### src/rtl/clock_synth_divider_planner_core_defines.svh
// -----------------------------------------------------------------------------
// Clock synthesizer divider planner - assertion macros
// Assertion helpers. They expand to nothing when SYNTHESIS is defined.
// -----------------------------------------------------------------------------
`ifndef CLOCK_SYNTH_DIVIDER_PLANNER_CORE_DEFINES_SVH
`define CLOCK_SYNTH_DIVIDER_PLANNER_CORE_DEFINES_SVH
`ifndef SYNTHESIS
// checked outside reset
`define CSDP_ASSERT(lbl, prop) \
   lbl: assert property (@(posedge clock) disable iff (reset) prop) \
      else $error("csdp assertion failed");
// checked on every edge, reset included
`define CSDP_ASSERT_ALWAYS(lbl, prop) \
   lbl: assert property (@(posedge clock) prop) \
      else $error("csdp assertion failed");
`else
`define CSDP_ASSERT(lbl, prop)
`define CSDP_ASSERT_ALWAYS(lbl, prop)
`endif
`endif

### src/rtl/csdp_pkg.sv
// -----------------------------------------------------------------------------
// Clock synthesizer divider planner - package
// Shared types, codes and defaults.
// -----------------------------------------------------------------------------
package csdp_pkg;

   localparam int CSDP_FREQ_BITS = 32;
   localparam logic [19:0] DEN_LIMIT = 20'd1048575;

   // result status codes
   localparam logic [2:0] STAT_OK        = 3'd0;
   localparam logic [2:0] STAT_ZERO_ARG  = 3'd1;
   localparam logic [2:0] STAT_NO_VCO    = 3'd2;
   localparam logic [2:0] STAT_DIV_RANGE = 3'd3;
   localparam logic [2:0] STAT_INT_RANGE = 3'd4;
   localparam logic [2:0] STAT_DEN_LARGE = 3'd5;

   // register indexes
   localparam logic [2:0] REG_REF_FREQ = 3'd0;
   localparam logic [2:0] REG_VCO_MIN  = 3'd1;
   localparam logic [2:0] REG_VCO_MAX  = 3'd2;
   localparam logic [2:0] REG_ODIV_MIN = 3'd3;
   localparam logic [2:0] REG_ODIV_MAX = 3'd4;
   localparam logic [2:0] REG_PINT_MIN = 3'd5;
   localparam logic [2:0] REG_PINT_MAX = 3'd6;

   localparam logic [31:0] RST_REF_FREQ = 32'd25000000;
   localparam logic [31:0] RST_VCO_MIN  = 32'd600000000;
   localparam logic [31:0] RST_VCO_MAX  = 32'd900000000;
   localparam logic [11:0] RST_ODIV_MIN = 12'd8;
   localparam logic [11:0] RST_ODIV_MAX = 12'd2048;
   localparam logic [7:0]  RST_PINT_MIN = 8'd15;
   localparam logic [7:0]  RST_PINT_MAX = 8'd90;

   typedef enum logic [3:0] {
      ST_IDLE,
      ST_DIV_LO,
      ST_DIV_HI,
      ST_CLAMP,
      ST_MUL,
      ST_DIV_A,
      ST_GCD,
      ST_GCD_WAIT,
      ST_RED_B,
      ST_RED_C,
      ST_DONE
   } csdp_state_type;

   typedef struct packed {
      logic busy;
      logic done;
   } csdp_div_stat_type;

   // keeps the low 'bits' bits of a 32-bit frequency word
   function automatic logic [31:0] csdp_freq_mask(input int bits);
      logic [31:0] m;
      m = '0;
      for (int i = 0; i < 32; i++) begin
         m[i] = (i < bits);
      end
      return m;
   endfunction

endpackage

### src/rtl/clock_synth_divider_planner_core.sv
// -----------------------------------------------------------------------------
// Clock synthesizer divider planner - top level
// Plans output divider and fractional PLL ratio for a requested frequency.
// -----------------------------------------------------------------------------
// One request at a time. A request steps through the control states and makes one
// pass of the shared serial divider per division: ceil(vco_min/target),
// vco_max/target, vco/ref, one per Euclid step on the remainder and the
// reference, and two for the reduction of the fraction; a zero argument skips
// the divider. req_stall stays high until the result is parked in the output
// register, which may still wait on rsp_stall while the next request is taken.
// Configuration writes are taken every cycle (csr_ready is tied high); index 7
// is ignored.
// -----------------------------------------------------------------------------
`include "clock_synth_divider_planner_core_defines.svh"

module clock_synth_divider_planner_core #(
   parameter int FREQ_BITS = csdp_pkg::CSDP_FREQ_BITS
) (
   input  logic        clock,
   input  logic        reset,
   // request channel
   input  logic        req_valid,
   output logic        req_stall,
   input  logic [31:0] req_target_hz,
   // result channel
   output logic        rsp_valid,
   input  logic        rsp_stall,
   output logic [2:0]  rsp_status,
   output logic [7:0]  rsp_pll_int,
   output logic [19:0] rsp_pll_num,
   output logic [19:0] rsp_pll_den,
   output logic [11:0] rsp_out_div,
   output logic [31:0] rsp_vco_hz,
   // register write port
   input  logic        csr_valid,
   output logic        csr_ready,
   input  logic [2:0]  csr_index,
   input  logic [31:0] csr_wdata
);
   import csdp_pkg::*;

   // datapath width: room for vco_min+target-1 and target*N
   localparam int DW = FREQ_BITS + 13;
   localparam logic [31:0] FREQ_MASK = csdp_freq_mask(FREQ_BITS);

   // configuration registers
   logic [31:0] ref_ff, vmin_ff, vmax_ff;
   logic [11:0] odmin_ff, odmax_ff;
   logic [7:0]  pimin_ff, pimax_ff;

   csdp_state_type state_ff, state_in;

   logic [31:0]   clk_ff, clk_in;
   logic [DW-1:0] nlo_ff, nlo_in, nhi_ff, nhi_in;
   logic [11:0]   n_ff, n_in;
   logic [DW-1:0] vco_ff, vco_in;
   logic [DW-1:0] a_ff, a_in, b_ff, b_in;
   logic [DW-1:0] x_ff, x_in, y_ff, y_in;
   logic [19:0]   c_ff, c_in;
   logic [2:0]    stat_ff, stat_in;

   // output register
   logic          rsp_valid_ff, rsp_valid_in;
   logic [2:0]    rsp_status_ff;
   logic [7:0]    rsp_pll_int_ff;
   logic [19:0]   rsp_pll_num_ff, rsp_pll_den_ff;
   logic [11:0]   rsp_out_div_ff;
   logic [31:0]   rsp_vco_hz_ff;
   logic          rsp_load;

   // shared divider
   logic              div_start;
   logic [DW-1:0]     div_dvd, div_dvs, div_quo, div_rem;
   csdp_div_stat_type div_stat;

   logic [31:0]   clk_req;
   logic [DW-1:0] clk_ext, ref_ext, lo_clamp, hi_clamp;
   logic [43:0]   prod;
   logic          req_accept;

   assign csr_ready  = 1'b1;
   assign req_stall  = (state_ff != ST_IDLE);
   assign req_accept = req_valid && !req_stall;
   assign clk_req    = req_target_hz & FREQ_MASK;
   assign clk_ext    = {{(DW-32){1'b0}}, clk_ff};
   assign ref_ext    = {{(DW-32){1'b0}}, ref_ff};
   assign prod       = clk_ff * n_ff;

   // clamp the VCO window divider range to the divider limits
   always_comb begin
      lo_clamp = nlo_ff;
      if (nlo_ff < {{(DW-12){1'b0}}, odmin_ff}) begin
         lo_clamp = {{(DW-12){1'b0}}, odmin_ff};
      end
      hi_clamp = nhi_ff;
      if (nhi_ff > {{(DW-12){1'b0}}, odmax_ff}) begin
         hi_clamp = {{(DW-12){1'b0}}, odmax_ff};
      end
   end

   csdp_divider #(
      .WIDTH(DW)
   ) u_div (
      .clock    (clock),
      .reset    (reset),
      .start    (div_start),
      .dividend (div_dvd),
      .divisor  (div_dvs),
      .quotient (div_quo),
      .remainder(div_rem),
      .stat     (div_stat)
   );

   // sequencer
   always_comb begin
      state_in  = state_ff;
      clk_in    = clk_ff;
      nlo_in    = nlo_ff;
      nhi_in    = nhi_ff;
      n_in      = n_ff;
      vco_in    = vco_ff;
      a_in      = a_ff;
      b_in      = b_ff;
      x_in      = x_ff;
      y_in      = y_ff;
      c_in      = c_ff;
      stat_in   = stat_ff;
      div_start = 1'b0;
      div_dvd   = '0;
      div_dvs   = '0;
      rsp_load  = 1'b0;
      unique case (state_ff)
         ST_IDLE: begin
            if (req_valid) begin
               clk_in = clk_req;
               if (ref_ff == '0 || clk_req == '0) begin
                  stat_in  = STAT_ZERO_ARG;
                  state_in = ST_DONE;
               end else begin
                  // ceiling division: (vco_min + target - 1) / target
                  div_start = 1'b1;
                  div_dvd   = {{(DW-32){1'b0}}, vmin_ff} + {{(DW-32){1'b0}}, clk_req}
                              - {{(DW-1){1'b0}}, 1'b1};
                  div_dvs   = {{(DW-32){1'b0}}, clk_req};
                  state_in  = ST_DIV_LO;
               end
            end
         end
         ST_DIV_LO: begin
            if (div_stat.done) begin
               nlo_in    = div_quo;
               div_start = 1'b1;
               div_dvd   = {{(DW-32){1'b0}}, vmax_ff};
               div_dvs   = clk_ext;
               state_in  = ST_DIV_HI;
            end
         end
         ST_DIV_HI: begin
            if (div_stat.done) begin
               nhi_in   = div_quo;
               state_in = ST_CLAMP;
            end
         end
         ST_CLAMP: begin
            if (nlo_ff > nhi_ff) begin
               stat_in  = STAT_NO_VCO;
               state_in = ST_DONE;
            end else if (lo_clamp > hi_clamp) begin
               stat_in  = STAT_DIV_RANGE;
               state_in = ST_DONE;
            end else begin
               n_in     = lo_clamp[11:0];
               state_in = ST_MUL;
            end
         end
         ST_MUL: begin
            vco_in    = DW'(prod);
            div_start = 1'b1;
            div_dvd   = DW'(prod);
            div_dvs   = ref_ext;
            state_in  = ST_DIV_A;
         end
         ST_DIV_A: begin
            if (div_stat.done) begin
               a_in = div_quo;
               b_in = div_rem;
               if (div_quo < {{(DW-8){1'b0}}, pimin_ff} ||
                   div_quo > {{(DW-8){1'b0}}, pimax_ff}) begin
                  stat_in  = STAT_INT_RANGE;
                  state_in = ST_DONE;
               end else begin
                  x_in     = div_rem;
                  y_in     = ref_ext;
                  state_in = ST_GCD;
               end
            end
         end
         ST_GCD: begin
            div_start = 1'b1;
            if (y_ff == '0) begin
               // x holds the gcd: reduce the numerator
               div_dvd  = b_ff;
               div_dvs  = x_ff;
               state_in = ST_RED_B;
            end else begin
               div_dvd  = x_ff;
               div_dvs  = y_ff;
               state_in = ST_GCD_WAIT;
            end
         end
         ST_GCD_WAIT: begin
            if (div_stat.done) begin
               x_in     = y_ff;
               y_in     = div_rem;
               state_in = ST_GCD;
            end
         end
         ST_RED_B: begin
            if (div_stat.done) begin
               b_in      = div_quo;
               div_start = 1'b1;
               div_dvd   = ref_ext;
               div_dvs   = x_ff;
               state_in  = ST_RED_C;
            end
         end
         ST_RED_C: begin
            if (div_stat.done) begin
               if (div_quo > {{(DW-20){1'b0}}, DEN_LIMIT}) begin
                  stat_in = STAT_DEN_LARGE;
               end else begin
                  stat_in = STAT_OK;
                  c_in    = div_quo[19:0];
               end
               state_in = ST_DONE;
            end
         end
         ST_DONE: begin
            if (!rsp_valid_ff || !rsp_stall) begin
               rsp_load = 1'b1;
               state_in = ST_IDLE;
            end
         end
         default: begin
            state_in = ST_IDLE;
         end
      endcase
   end

   always_comb begin
      rsp_valid_in = rsp_valid_ff;
      if (rsp_load) begin
         rsp_valid_in = 1'b1;
      end else if (rsp_valid_ff && !rsp_stall) begin
         rsp_valid_in = 1'b0;
      end
   end

   always_ff @(posedge clock) begin
      if (reset) begin
         state_ff     <= ST_IDLE;
         rsp_valid_ff <= 1'b0;
      end else begin
         state_ff     <= state_in;
         rsp_valid_ff <= rsp_valid_in;
      end
      clk_ff  <= clk_in;
      nlo_ff  <= nlo_in;
      nhi_ff  <= nhi_in;
      n_ff    <= n_in;
      vco_ff  <= vco_in;
      a_ff    <= a_in;
      b_ff    <= b_in;
      x_ff    <= x_in;
      y_ff    <= y_in;
      c_ff    <= c_in;
      stat_ff <= stat_in;
      // failures report zeros in every numeric field
      if (rsp_load) begin
         rsp_status_ff <= stat_ff;
         if (stat_ff == STAT_OK) begin
            rsp_pll_int_ff <= a_ff[7:0];
            rsp_pll_num_ff <= b_ff[19:0];
            rsp_pll_den_ff <= c_ff;
            rsp_out_div_ff <= n_ff;
            rsp_vco_hz_ff  <= vco_ff[31:0];
         end else begin
            rsp_pll_int_ff <= '0;
            rsp_pll_num_ff <= '0;
            rsp_pll_den_ff <= '0;
            rsp_out_div_ff <= '0;
            rsp_vco_hz_ff  <= '0;
         end
      end
   end

   // register file
   always_ff @(posedge clock) begin
      if (reset) begin
         ref_ff   <= RST_REF_FREQ & FREQ_MASK;
         vmin_ff  <= RST_VCO_MIN & FREQ_MASK;
         vmax_ff  <= RST_VCO_MAX & FREQ_MASK;
         odmin_ff <= RST_ODIV_MIN;
         odmax_ff <= RST_ODIV_MAX;
         pimin_ff <= RST_PINT_MIN;
         pimax_ff <= RST_PINT_MAX;
      end else if (csr_valid && csr_ready) begin
         unique case (csr_index)
            REG_REF_FREQ: ref_ff   <= csr_wdata & FREQ_MASK;
            REG_VCO_MIN:  vmin_ff  <= csr_wdata & FREQ_MASK;
            REG_VCO_MAX:  vmax_ff  <= csr_wdata & FREQ_MASK;
            REG_ODIV_MIN: odmin_ff <= csr_wdata[11:0];
            REG_ODIV_MAX: odmax_ff <= csr_wdata[11:0];
            REG_PINT_MIN: pimin_ff <= csr_wdata[7:0];
            REG_PINT_MAX: pimax_ff <= csr_wdata[7:0];
            default: ;
         endcase
      end
   end

   assign rsp_valid   = rsp_valid_ff;
   assign rsp_status  = rsp_status_ff;
   assign rsp_pll_int = rsp_pll_int_ff;
   assign rsp_pll_num = rsp_pll_num_ff;
   assign rsp_pll_den = rsp_pll_den_ff;
   assign rsp_out_div = rsp_out_div_ff;
   assign rsp_vco_hz  = rsp_vco_hz_ff;

   // divider is only started when free
   `CSDP_ASSERT(a_div_start_free, div_start |-> !div_stat.busy)
   // an accepted request leaves idle
   `CSDP_ASSERT(a_accept_busy, req_accept |=> state_ff != ST_IDLE)
   // a good result always carries a nonzero denominator
   `CSDP_ASSERT(a_ok_den, rsp_valid && rsp_status == STAT_OK |-> rsp_pll_den != '0)
   // failed results carry zero fields
   `CSDP_ASSERT(a_fail_zero,
      rsp_valid && rsp_status != STAT_OK |-> rsp_out_div == '0 && rsp_vco_hz == '0)
   // no result is ever presented during reset
   `CSDP_ASSERT_ALWAYS(a_reset_quiet, reset |=> !rsp_valid)

endmodule

### src/rtl/csdp_divider.sv
// -----------------------------------------------------------------------------
// Clock synthesizer divider planner - serial divider
// Restoring divider, one quotient bit per cycle.
// -----------------------------------------------------------------------------
module csdp_divider #(
   parameter int WIDTH = 45
) (
   input  logic                        clock,
   input  logic                        reset,
   input  logic                        start,
   input  logic [WIDTH-1:0]            dividend,
   input  logic [WIDTH-1:0]            divisor,
   output logic [WIDTH-1:0]            quotient,
   output logic [WIDTH-1:0]            remainder,
   output csdp_pkg::csdp_div_stat_type stat
);
   import csdp_pkg::*;

   localparam int CW = $clog2(WIDTH);

   logic            busy_ff, busy_in;
   logic            done_ff, done_in;
   logic [CW-1:0]   cnt_ff, cnt_in;
   logic [WIDTH:0]  rem_ff, rem_in;
   logic [WIDTH-1:0] quo_ff, quo_in;
   logic [WIDTH-1:0] dvs_ff, dvs_in;
   logic [WIDTH:0]  rem_sh;

   always_comb begin
      busy_in = busy_ff;
      done_in = 1'b0;
      cnt_in  = cnt_ff;
      rem_in  = rem_ff;
      quo_in  = quo_ff;
      dvs_in  = dvs_ff;
      rem_sh  = {rem_ff[WIDTH-1:0], quo_ff[WIDTH-1]};
      if (start) begin
         busy_in = 1'b1;
         cnt_in  = '0;
         rem_in  = '0;
         quo_in  = dividend;
         dvs_in  = divisor;
      end else if (busy_ff) begin
         if (rem_sh >= {1'b0, dvs_ff}) begin
            rem_in = rem_sh - {1'b0, dvs_ff};
            quo_in = {quo_ff[WIDTH-2:0], 1'b1};
         end else begin
            rem_in = rem_sh;
            quo_in = {quo_ff[WIDTH-2:0], 1'b0};
         end
         cnt_in = cnt_ff + 1'b1;
         if (cnt_ff == CW'(WIDTH - 1)) begin
            busy_in = 1'b0;
            done_in = 1'b1;
         end
      end
   end

   always_ff @(posedge clock) begin
      if (reset) begin
         busy_ff <= 1'b0;
         done_ff <= 1'b0;
      end else begin
         busy_ff <= busy_in;
         done_ff <= done_in;
      end
      cnt_ff <= cnt_in;
      rem_ff <= rem_in;
      quo_ff <= quo_in;
      dvs_ff <= dvs_in;
   end

   assign quotient  = quo_ff;
   assign remainder = rem_ff[WIDTH-1:0];
   assign stat.busy = busy_ff;
   assign stat.done = done_ff;

endmodule

### config.mk
export PLATFORM = sky130hd
export DESIGN_NAME = clock_synth_divider_planner_core
export DESIGN_NICKNAME = d
export VERILOG_FILES = /design/src/rtl/csdp_pkg.sv /design/src/rtl/clock_synth_divider_planner_core.sv /design/src/rtl/csdp_divider.sv
export VERILOG_INCLUDE_DIRS = /design/src /design/src/rtl
export SDC_FILE = /design/constraint.sdc
export NUM_CORES = 2
export LEC_CHECK = 0
export ABC_AREA = 1
export ABC_CLOCK_PERIOD_IN_PS = 11000
export CAP_MARGIN = 10
export CORE_ASPECT_RATIO = 0.9
export CORE_UTILIZATION = 45
export CTS_BUF_LIST = sky130_fd_sc_hd__clkbuf_8 sky130_fd_sc_hd__clkbuf_16
export CTS_CLUSTER_SIZE = 20
export DETAILED_ROUTE_END_ITERATION = 8
export DONT_BUFFER_PORTS = 1
export GPL_TIMING_DRIVEN = 0
export MAX_ROUTING_LAYER = met4
export PLACE_DENSITY = 0.64
export SLEW_MARGIN = 25
export SYNTH_ARGS = -nofsm -noshare
export SYNTH_HDL_FRONTEND = slang
export SYNTH_SLANG_ARGS = --single-unit
export TNS_END_PERCENT = 10
### constraint.sdc
create_clock -name clock -period 11 [get_ports clock]
set_clock_uncertainty 0.15 [all_clocks]
set_input_delay 2.2 -clock clock [delete_from_list [all_inputs] [get_ports clock]]
set_output_delay 2.2 -clock clock [all_outputs]
set_load 0.05 [all_outputs]
* Word level (Yosys, flattened, before mapping)
Index checks and enable logic that the tools add are counted.
Word-level totals: input bits 72, bits in read-only memories 0, latch bits 0, bits in registers 711, logic and storage cells 179, memory bits (writable) 0, memories kept 0
Cells by class: div/mod/pow operators 0, add/sub/neg operators 4, multiply operators 1, multiplexer cells 63, shift operators 0, equality and inequality tests 29, bitwise gates (word level) 4, magnitude comparators 8, reduce and logical (&&, ||, !) cells 38
Operators with widths (number):
- $mux 45 | 17
- $pmux 45 s5 | 2
- $pmux 45 s2 | 3
- $mux 32 | 5
- $gt 45x45->1 | 2
- $logic_not 32->1 | 2
- $mux 4 | 13
- $ge 46x45->1 | 1
- $gt 45x12->1 | 1
- $gt 45x20->1 const B | 1
- $gt 45x8->1 | 1
- $logic_not 45->1 | 1
- $lt 45x12->1 | 1
- $lt 45x8->1 | 1
- $sub 45x45->45 | 1
- $mul 32x12->44 | 1
- $pmux 4 s11 | 1
- $sub 33x1->34 const B | 1
- $add 32x32->33 | 1
- $mux 3 | 8
- $reduce_and 2->1 | 11
- $eq 4x3->1 const B | 4
- $eq 4x4->1 const B | 3
- $mux 1 | 12
- 26 further kinds | 53

* Logic depth before layout (Yosys ltp)
depth in word-level cells 6, depth in mapped cells 28, depth with buffers taken out 26

* Hierarchy
A second synthesis with hierarchy kept.
Second synthesis, totals: cells, all modules 6522, area, all modules 52151.3 µm²
By module, submodules not included:
- clock_synth_divider_planner_core | instances 1, area an instance 42369.4 µm², cells an instance 5087
- csdp_divider | instances 1, area an instance 9781.9 µm², cells an instance 1435

* Worst setup path before layout
OpenSTA, ideal clock, no wires.
kind in2reg, start input rsp_stall, end register rsp_out_div_ff[0] (netlist: rsp_out_div[0]), enable pin, stages 1, arrival 6.809 ns, path buffers 0, required time 10.270 ns, slack 3.461 ns, setup time 0.580 ns, cells stage by stage a21oi_1
On the way: longest elaborated chain between the ends 4
RTL lines:
- start: declaration | RTL line clock_synth_divider_planner_core.sv:27 | input logic rsp_stall,
- $logic_not 1->1 | RTL line clock_synth_divider_planner_core.sv:239 | if (!rsp_valid_ff || !rsp_stall) begin
- $logic_or 1x1->1 | RTL line clock_synth_divider_planner_core.sv:239
- $mux 1 | RTL line clock_synth_divider_planner_core.sv:239
- $mux 1 | RTL line clock_synth_divider_planner_core.sv:132 | unique case (state_ff)
- end signal: assignment | RTL line clock_synth_divider_planner_core.sv:285 | rsp_out_div_ff <= n_ff;
- end: declaration | RTL line clock_synth_divider_planner_core.sv:67 | logic [11:0] rsp_out_div_ff;
Every way passes these cells. A chain may end at the register's enable or synchronous reset.

* Final worst setup path
start register n_ff[5], end register u_div.quo_ff[42] (netlist: u_div.quotient[42]), data pin
On the way: longest elaborated chain between the ends 3
RTL lines:
- start: declaration | RTL line clock_synth_divider_planner_core.sv:55 | logic [11:0] n_ff, n_in;
- start signal: assignment | RTL line clock_synth_divider_planner_core.sv:270 | n_ff <= n_in;
- $mul 32x12->44 | RTL line clock_synth_divider_planner_core.sv:87 | assign prod = clk_ff * n_ff;
- $pmux 45 s5 | RTL line clock_synth_divider_planner_core.sv:132
- $mux 45 | RTL line csdp_divider.sv:37 | if (start) begin
- net u_div.quo_in[42] | RTL line csdp_divider.sv:25 | logic [WIDTH-1:0] quo_ff, quo_in;
- end signal: assignment | RTL line csdp_divider.sv:69 | quo_ff <= quo_in;
- end: declaration | RTL line csdp_divider.sv:25
The timed path passes the listed nets, and every way through them passes these cells.

==> impl_metrics.csv <==
group,metric,value,unit
timing,hold_slack,0.3099,ns
drt,avgRoutedWirePerCell,25.67,um
floorplanning,die-area,115100,um2
floorplanning,initial_core_util,0.4573,
clock_network,cts.clk_slew.worst_paths,0.06,ns
timing,finalWorstSetupSlack,3.053,ns
layout,layout_commonest_cell,"nand2_1",
clock_network,cts.htree.levels,3,
floorplanning,die_x,357.5,um
status,violations,"DRC",
power,power_frac_seq,0.200,
place,dpl_worst_slack,3.458,ns
layout,fin_area,56450,um2
power,power.switching,10.81,mW
floorplanning,die_h,321.9,um
logic_synthesis,synth_top_area_frac,0.3034,
global_route,grt_antenna_before_repair,19,
setup_path,r2r_cells,23,
logic_synthesis,yosys-top-cells-area,"edfxtp_1 30%, fa_1 12%, nand2_1 11%",
layout,final_cell_mix,"1515 x nand2_1, 1133 x inv_1, 527 x nor2_1",
power,power_frac_clock,0.143,
logic_synthesis,ys_types,65,
floorplanning,pin_count,170,
logic_synthesis,yosysSeqAreaShare,0.3793,
clock_network,cts_sinks,711,
clock_network,cts_buffer_depth,3,
layout,finalNetCount,7091,
setup_path,crit_path_end_kind,"flop",
timing,setup_violations,0,
floorplanning,num_rows,116,
floorplanning,core-area,111900,um2
clock_network,numCtsBuffers,80,
layout,seq_area,19410,um2
power,p_total,20.11,mW
drt,num_vias,45190,
logic_synthesis,synthSimpleGateAreaFrac,0.2083,
setup_path,startpoint_type,"flop",
logic_synthesis,syn-instance-count,6264,
layout,multi_input_area,26480,um2
setup_path,worst-path-max-fanout,10,
hold_path,hp-class,"reg -> reg",
logic_synthesis,yosys.area_share.adder,0.1964,
layout,utilization,0.5044,
setup_path,crit_required,11.24,ns
hold_path,hold_start,"vmax_ff[13]",
layout,stdcell_count,7968,
logic_synthesis,synth_edf_count,517,
layout,layout-drive-gt1-share,0.04503,
power,swShare,0.5376,
global_route,grt_max_degree,55,
clock_network,cts_resized,0,
timing,rsz0062_at_grt,"false",
drt,drc_errors,1,
job,drv_cap,0,
power,combinationalPowerShare,0.656,
layout,nFillCells,10920,
logic_synthesis,synth_seq_cells,711,
logic_synthesis,yosys_warnings,0,
hold_path,holdPathStages,2,
setup_path,critPathArrivalTime,8.19,ns
place,post-place-cells,7790,
global_route,grt_usage,0.3659,
timing,fin_setup_tns,0,ns
power,powerDensity,356.2,nW/um2
global_route,grt.overflow.total,0,
logic_synthesis,synth-compound-area-share,0.09905,
clock_network,clock_latency,0.71,ns
logic_synthesis,synthMuxAreaShare,0,
logic_synthesis,netlist_area,51170,um2
power,p_leak,25.71,nW
clock_network,cts_tree,"yes",
timing,finalCritPeriodShare,0.7224,
timing,max-slew-margin-rel,0.2133,
place,place_congestion,1.045,
drt,avgViaCountPerCell,5.671,
place,portBuffers,0,
clock_network,clock-root-buffer,"clkbuf_16",
timing,period_minus_slack,7.947,ns
logic_synthesis,ys.flop_type,"edfxtp_1",
status,outcome,"complete, but fails checks",
timing,achievable-frequency,125.8,MHz
timing,tightest_slew,1.180,ns
drt,wl,204600,um
global_route,grt_pass1_wl,292200,um
drt,drt_first_iter_violations,6670,
layout,syn_to_final_growth,10.31,%
power,ir_drop,0.5568,mV
hold_path,hold_path_end,"vmax_ff[13]",
place,placed_cell_area,53610,um2
setup_path,worstReg2RegStart,"n_ff[5]",
logic_synthesis,yosys.area.top_type,"edfxtp_1",
logic_synthesis,synthXorXnorAreaFrac,0.01010,
setup_path,reg2reg_slack,3.05,ns
drt,drtPass1Iterations,9,
global_route,grt_pass1_vias,42030,
clock_network,postCtsHoldBufs,0,
power,cell_internal_pwr,9.298,mW
logic_synthesis,synthArstFlopShare,0,
setup_path,worstSetupPathType,"reg -> reg",
logic_synthesis,avgSynthCellArea,8.169,um2
timing,hold_viol,0,
clock_network,post_cts_buffers,0,
logic_synthesis,synth_top_family_by_area,"simple AND/OR/NAND/NOR gates",
setup_path,reg2reg_to,"u_div.quotient[42]",
timing,slew_viol_final,0,
drt,drtAntennaViolNets,0,
place,dp_hpwl,165000,um
[worst max-delay path by stage]
stage / start / to / slack (ns) / depth (start not counted)
floorplan: rsp_stall / rsp_out_div[0] / 3.46 / 1
global placement: state_ff[3] / x_ff[22] / 1.09 / 6
detailed placement: n_ff[5] / u_div.quotient[43] / 3.46 / 22
CTS: n_ff[10] / u_div.quotient[42] / 3.43 / 23
global route: n_ff[5] / u_div.quotient[38] / 2.93 / 21
finish: n_ff[5] / u_div.quotient[42] / 3.05 / 23
[flip-flops by register name, summed over array words and instances, names as in the netlist, 45 cells and up]
register	flops
u_div.quotient	45
b_ff	45
nhi_ff	45
nlo_ff	45
x_ff	45
u_div.dvs_ff	45
y_ff	45
u_div.rem_ff	45
[power by group through the flow]
stage,Combinational [mW],Clock (mW),Sequential (mW)
2_1_floorplan,8.61,0,3.74
3_3_place_gp,12.6,0,4.05
3_5_place_dp,12.7,0,4.04
4_1_cts,12.8,2.88,3.99
5_1_grt,14.6,2.99,4.01
6_report,13.2,2.89,4.02
[logic make-up after synthesis]
kind of cell | after synthesis
AND/OR/NAND/NOR | 2560
buffers and inverters | 1406
AO/OA/AOI/OAI | 905
flip-flops | 711
adder cells (fa/ha/maj) | 622
XOR/XNOR | 59
other | 1
[per-layer routing]
| metal | wire length (um) | up-vias | GRT usage |
|---|---|---|---|
| li1 | - | 20350 | - |
| met1 | 86530 | 21800 | 0.5151 |
| met2 | 79300 | 2682 | 0.4770 |
| met3 | 28760 | 355 | 0.1165 |
| met4 | 9981 | 0 | 0.1519 |
| met5 | 0 | - | - |
[Yosys cell counts, types with 39 or more instances]
library cell and count:
a21oi_1 313, clkbuf_1 173, dfxtp_1 194, edfxtp_1 517, fa_1 302, ha_1 320, inv_1 1116, nand2_1 1515
nand3_1 300, nand4_1 67, nor2_1 530, nor3_1 43, o211ai_1 39, o21ai_0 392
[worst max-delay path, cell delays in order (launching register included)]
cell and delay [ns]:
edfxtp_1 0.50, clkbuf_1 0.71, clkbuf_1 0.82, nand2_1 0.19
fa_1 0.57, inv_1 0.05, fa_1 0.51, fa_1 0.45
fa_1 0.55, inv_1 0.06, fa_1 0.59, inv_1 0.07
ha_1 0.36, nand2_1 0.16, inv_1 0.05, a21oi_1 0.32
nor2_1 0.07, o21ai_0 0.35, and2_1 0.21, nand2_1 0.15
nand2_1 0.17, nand3_1 0.08, nand3_1 0.29, nand4_1 0.16
[final cells by class]
cell class                      instances  share of cell area
Timing Repair Buffer                   18            0.007005
Antenna cell                           30            0.001330
Buffer                                257             0.02055
Multi-Input combinational cell       4180              0.4691
Sequential cell                       711              0.3438
Clock buffer                           83             0.03620
Clock inverter                         65             0.01279
Inverter                             1149             0.07645
Tap cell                             1475             0.03270
Note: power is estimated with default switching activity, not from simulation.
